`src/hdl/trk_pkg.sv`:
```
// ----------------------------------------------------------------------------
// Trackball drag rotation package
// Shared types, codes and constants for the trackball rotation datapath.
// ----------------------------------------------------------------------------
package trk_pkg;

  localparam int COORD_BITS   = 12;
  localparam int FRAC_BITS    = 14;
  localparam int CORDIC_STEPS = 16;

  localparam logic [1:0] FN_PRESS   = 2'd0;
  localparam logic [1:0] FN_RELEASE = 2'd1;
  localparam logic [1:0] FN_MOVE    = 2'd2;

  localparam logic [1:0] REG_WIDTH  = 2'd0;
  localparam logic [1:0] REG_HEIGHT = 2'd1;
  localparam logic [1:0] REG_RADIUS = 2'd2;

  localparam logic [15:0] AXIS_ONE  = 16'd16384;
  localparam logic [15:0] ANGLE_MAX = 16'd46080;
  localparam logic signed [26:0] ANGLE_LIM = 27'sd5898240;
  localparam logic [11:0] EPS_SUM   = 12'd720;

  localparam logic [6:0] NC_STEPS    = 7'd28;
  localparam logic [6:0] ZSPH_STEPS  = 7'd17;
  localparam logic [6:0] ZSHT_STEPS  = 7'd18;
  localparam logic [6:0] ZDIV_STEPS  = 7'd32;
  localparam logic [6:0] LEN_STEPS   = 7'd32;
  localparam logic [6:0] AXDIV_STEPS = 7'd45;
  localparam logic [6:0] ANG_STEPS   = 7'd21;

  typedef logic signed [19:0] coord_t;

  typedef enum logic {
    OP_DIV,
    OP_SQRT
  } it_op_t;

  typedef struct packed {
    logic        start;
    it_op_t      op;
    logic [6:0]  steps;
    logic [63:0] arg;
    logic [31:0] divisor;
  } it_req_t;

  typedef struct packed {
    logic        done;
    logic [63:0] result;
  } it_rsp_t;

  typedef enum logic [5:0] {
    ST_IDLE, ST_NX, ST_NXW, ST_NY, ST_NYW, ST_N2A, ST_N2B, ST_N2C,
    ST_ZSEL, ST_ZSPW, ST_ZSHS, ST_ZSHV, ST_ZSHD, ST_EVAL,
    ST_C0A, ST_C0B, ST_C1A, ST_C1B, ST_C2A, ST_C2B, ST_C2C,
    ST_DEG, ST_NRM, ST_SQ0, ST_SQ1, ST_SQ2, ST_SQ3, ST_LENS, ST_LENW,
    ST_AXD, ST_AXW, ST_G0, ST_G1, ST_G2, ST_G3, ST_G4, ST_G5,
    ST_GY, ST_GXS, ST_GX, ST_GN, ST_CRD, ST_GFIN, ST_FIN
  } state_t;

  function automatic logic signed [26:0] atan_tab(input logic [3:0] i);
    logic signed [26:0] v;
    case (i)
      4'd0:  v = 27'sd2949120;
      4'd1:  v = 27'sd1740967;
      4'd2:  v = 27'sd919879;
      4'd3:  v = 27'sd466945;
      4'd4:  v = 27'sd234379;
      4'd5:  v = 27'sd117304;
      4'd6:  v = 27'sd58666;
      4'd7:  v = 27'sd29335;
      4'd8:  v = 27'sd14668;
      4'd9:  v = 27'sd7334;
      4'd10: v = 27'sd3667;
      4'd11: v = 27'sd1833;
      4'd12: v = 27'sd917;
      4'd13: v = 27'sd458;
      4'd14: v = 27'sd229;
      default: v = 27'sd115;
    endcase
    return v;
  endfunction

endpackage

```
`src/hdl/trk_mul.sv`:
```
// ----------------------------------------------------------------------------
// Trackball shared multiplier
// Signed 32x32 multiplier with a registered product.
// ----------------------------------------------------------------------------
module trk_mul import trk_pkg::*; (
  input  logic               clk,
  input  logic signed [31:0] a,
  input  logic signed [31:0] b,
  output logic signed [63:0] prod
);

  always_ff @(posedge clk) begin
    prod <= a * b;
  end

endmodule

```
`config.mk`:
```
export PLATFORM = sky130hd
export DESIGN_NAME = trk_mul
export DESIGN_NICKNAME = d
export VERILOG_FILES = /design/src/hdl/trk_pkg.sv /design/src/hdl/trk_mul.sv
export SDC_FILE = /design/constraint.sdc
export NUM_CORES = 2
export LEC_CHECK = 0
export ABC_CLOCK_PERIOD_IN_PS = 13050
export BUFFER_PORTS_ARGS = -buffer_cell sky130_fd_sc_hd__buf_2
export CELL_PAD_IN_SITES_DETAIL_PLACEMENT = 0
export CELL_PAD_IN_SITES_GLOBAL_PLACEMENT = 2
export CORE_ASPECT_RATIO = 0.8
export CORE_UTILIZATION = 39
export CTS_CLUSTER_SIZE = 10
export DETAILED_ROUTE_END_ITERATION = 10
export PLACE_DENSITY = 0.75
export SYNTH_ARGS = -nofsm -noshare
export SYNTH_HDL_FRONTEND = slang
export SYNTH_SLANG_ARGS = --single-unit
```
`constraint.sdc`:
```
create_clock -name clk -period 13.05 [get_ports clk]
set_input_delay 3.2625 -clock clk [delete_from_list [all_inputs] [get_ports clk]]
set_output_delay 3.2625 -clock clk [all_outputs]
set_load 0.05 [all_outputs]
```
==> impl_results.md <==
- Number of global-route vias before repair: approximately 27000
- Number of post-CTS setup repair buffers: 0
- Remaining number of nets flagged by the antenna check after routing: 0
- Cell type with the highest aggregate area in the netlist: fa_1
- Pin count of the biggest net entering global routing: 33
- Die X-Extent: 347 µm
- Post-layout net count: 5184
- Count of buffers from port buffering: 128
- Buffer cell driving the clock tree root: clkbuf_16
- Net count of the mapped netlist: 5215
- Post-route clock period utilization: ~86%
- Mapped Avg Cell Area: 9.59 µm²
- Logic depth of the worst setup path including buffers: 24
- Crit Path Max Fanout: 32
- Synthesized flop and latch total: 64
- Initial standard-cell utilization of the core: 39.7%
- Most frequently used cell type in the post-synthesis netlist: fa_1
- Number of gates resized after cts: 0
- Master of the slowest instance on the critical path: buf_2
- Area added between synthesis and finish: 5.22%
- Final Slew Violations: 0
- Area share of the leading cell type in the synthesized netlist: 58.2%
- Endpoint kind of the worst setup timing path: register
- Overall die height: 278 µm
- Post-Synthesis Cells: 3884
- Total via count in the routed design: 24900
- GRT Util Overall: 25.1%
- Relative slew slack: a little over a third
- FFs w/ async S/R, synth: 0%
- Violation count after the first detailed-routing iteration: 1834
- Area of the core: 93800 µm²
- Result of the run: finished clean
- Global-route wire length before repair: 179 mm
- Register ranked first by flip-flop count: prod
- Count of flip-flops with a built-in enable after synthesis: 0
- Startpoint type of the worst setup path: input port
- Post-CTS clock slew at the launch and capture registers of the worst setup and hold paths: about 0.06 ns
- Clock sink count: 64
- Crit path top cell by count: fa_1
- Cells along the critical path: buf_2 > nand2_1 > fa_1 > inv_1 > fa_1 > fa_1 > inv_1 > fa_1 > inv_1 > fa_1 > fa_1 > fa_1 > fa_1 > ha_1 > nand4_1 > nor2_1 > nor3_1 > o21ai_0 > a21oi_1 > o211ai_1 > a2111oi_1 > o21bai_1 > a21oi_1 > xnor2_1
- Flip-flop count of the largest register after layout: 64
- Number of antenna violations at the first check in global routing: 4
- Clock Tree Buf Depth: 2
- RSZ-0062 raised after global routing: false
- Detailed-router iteration count before antenna repair: 5
- Worst hold path cell count: 2
- Number of core rows: 100
- Number of buffers created by CTS: 9
- Top delay family on crit path: adder cells
- Hold_buf cts: 0
- Final core utilization: 41.8%
- Buffer and inverter count on the worst path: 4
- Final WL: 114 mm
- Per-cell via count in the routed design: 4.90
- Boundary pin count: 129
- Routed wirelength normalized by instance count: 22.4 µm
- Maximum Capacitance Violations: 0
- Half-perimeter wire length after placement: 97.5 mm
- Worst Tran Pin Value: 0.959 ns
- TritonCTS clock tree: built
- Post-synth design cell area: about 37000 µm²
- Max incr delay on CP: 0.67 ns
- Leading register cell type out of synthesis: dfxtp_1
- Die footprint: 96700 µm²
- HP Class: input port to register
- Layout cell share with drive strength beyond 1: 5.08%
- Synth area leaders: fa_1, inv_1, and2_1
- Final setup violation count: 0
- Critical path data arrival time: 11.49 ns
- Sequential cell area fraction in the yosys report: 3.44%
- Number of failing hold endpoints at the final stage: 0
- CTS H-Tree Depth: 3
- Count of distinct cell types in the synthesized netlist: 63
- Shortest period the worst path allows: 11.19 ns
- Data required time at the worst endpoint: 13.36 ns
- Leading post-synthesis cells by instance count: fa_1, inv_1, and2_1
- Weighted congestion at the end of routability-driven global placement: 0.869
- Setup tns final: 0 ns
- Remaining global-route overflow: 0
- Top Registers: prod (64)
- Remaining routing DRC violations: 0
- Highest attainable clock frequency: roughly 90 MHz
- Warnings from Yosys: 0
- Class of the most critical setup path: input port to register
[path summary, 6_finish.rpt]
path,start,to
hold / removal,b[0],prod[0]
setup / recovery,a[10],prod[60]
[layout by cell type, fill, tap and decap left out, types with 4 or more instances in the layout]
cell and count:
o31ai_1 6, xor2_1 22, clkbuf_16 9, and2_1 516
or3_1 4, o21bai_1 15, xnor2_1 53, dfxtp_1 64
o21ai_0 28, ha_1 184, buf_4 30, nand3_1 15
inv_1 952, a31oi_1 12, nand2b_1 9, a21oi_1 68
nor3_1 6, nor2_1 42, buf_2 128, a211oi_1 4
nand4_1 7, a21o_1 23, fa_1 1082, nand2_1 511
and3_1 7, o21a_1 4
[metal layers]
layer / global-route usage [%] / routed length [µm] / part of all wire, %
met5: 0 / 10 / 0.0088
met4: 2.32 / 601 / 0.53
met3: 7.27 / 11500 / 10
met2: 29.3 / 39300 / 35
met1: 44.4 / 62400 / 55
[logic make-up after synthesis]
| family | synth area share [%] |
|---|---|
| XOR/XNOR | 1.76 |
| AO/OA/AOI/OAI | 3.46 |
| AND/OR/NAND/NOR | 15.4 |
| buffers and inverters | 11.6 |
| flip-flops | 3.44 |
| adder cells (fa/ha/maj) | 64.3 |
[layout make-up]
| type | count | area (µm²) |
|---|---|---|
| tap | 1224 | 1530 |
| multi-input combinational | 2668 | 31600 |
| clock buffer | 10 | 239 |
| sequential | 64 | 1280 |
| antenna | 2 | 5.00 |
| timing repair buffer | 158 | 866 |
| fill | 9315 | 54700 |
| inverter | 952 | 3570 |
| clock inverter | 5 | 57.6 |
[metrics by stage]
step	std cells	hold slack, ns	setup slack [ns]	instance area (µm²)
after CTS	5081	3.51	1.81	39200
after floorplan	3884	3.39	2.53	37200
final	5083	3.51	1.86	39200
after global placement	5066	3.73	1.53	38900
after global routing	5081	3.52	1.36	39200
after detailed placement	5066	3.73	1.47	38900
Power is left out: the tool's default activity adds up to more than one toggle a clock period on the data nets, which glitch-free logic cannot reach.
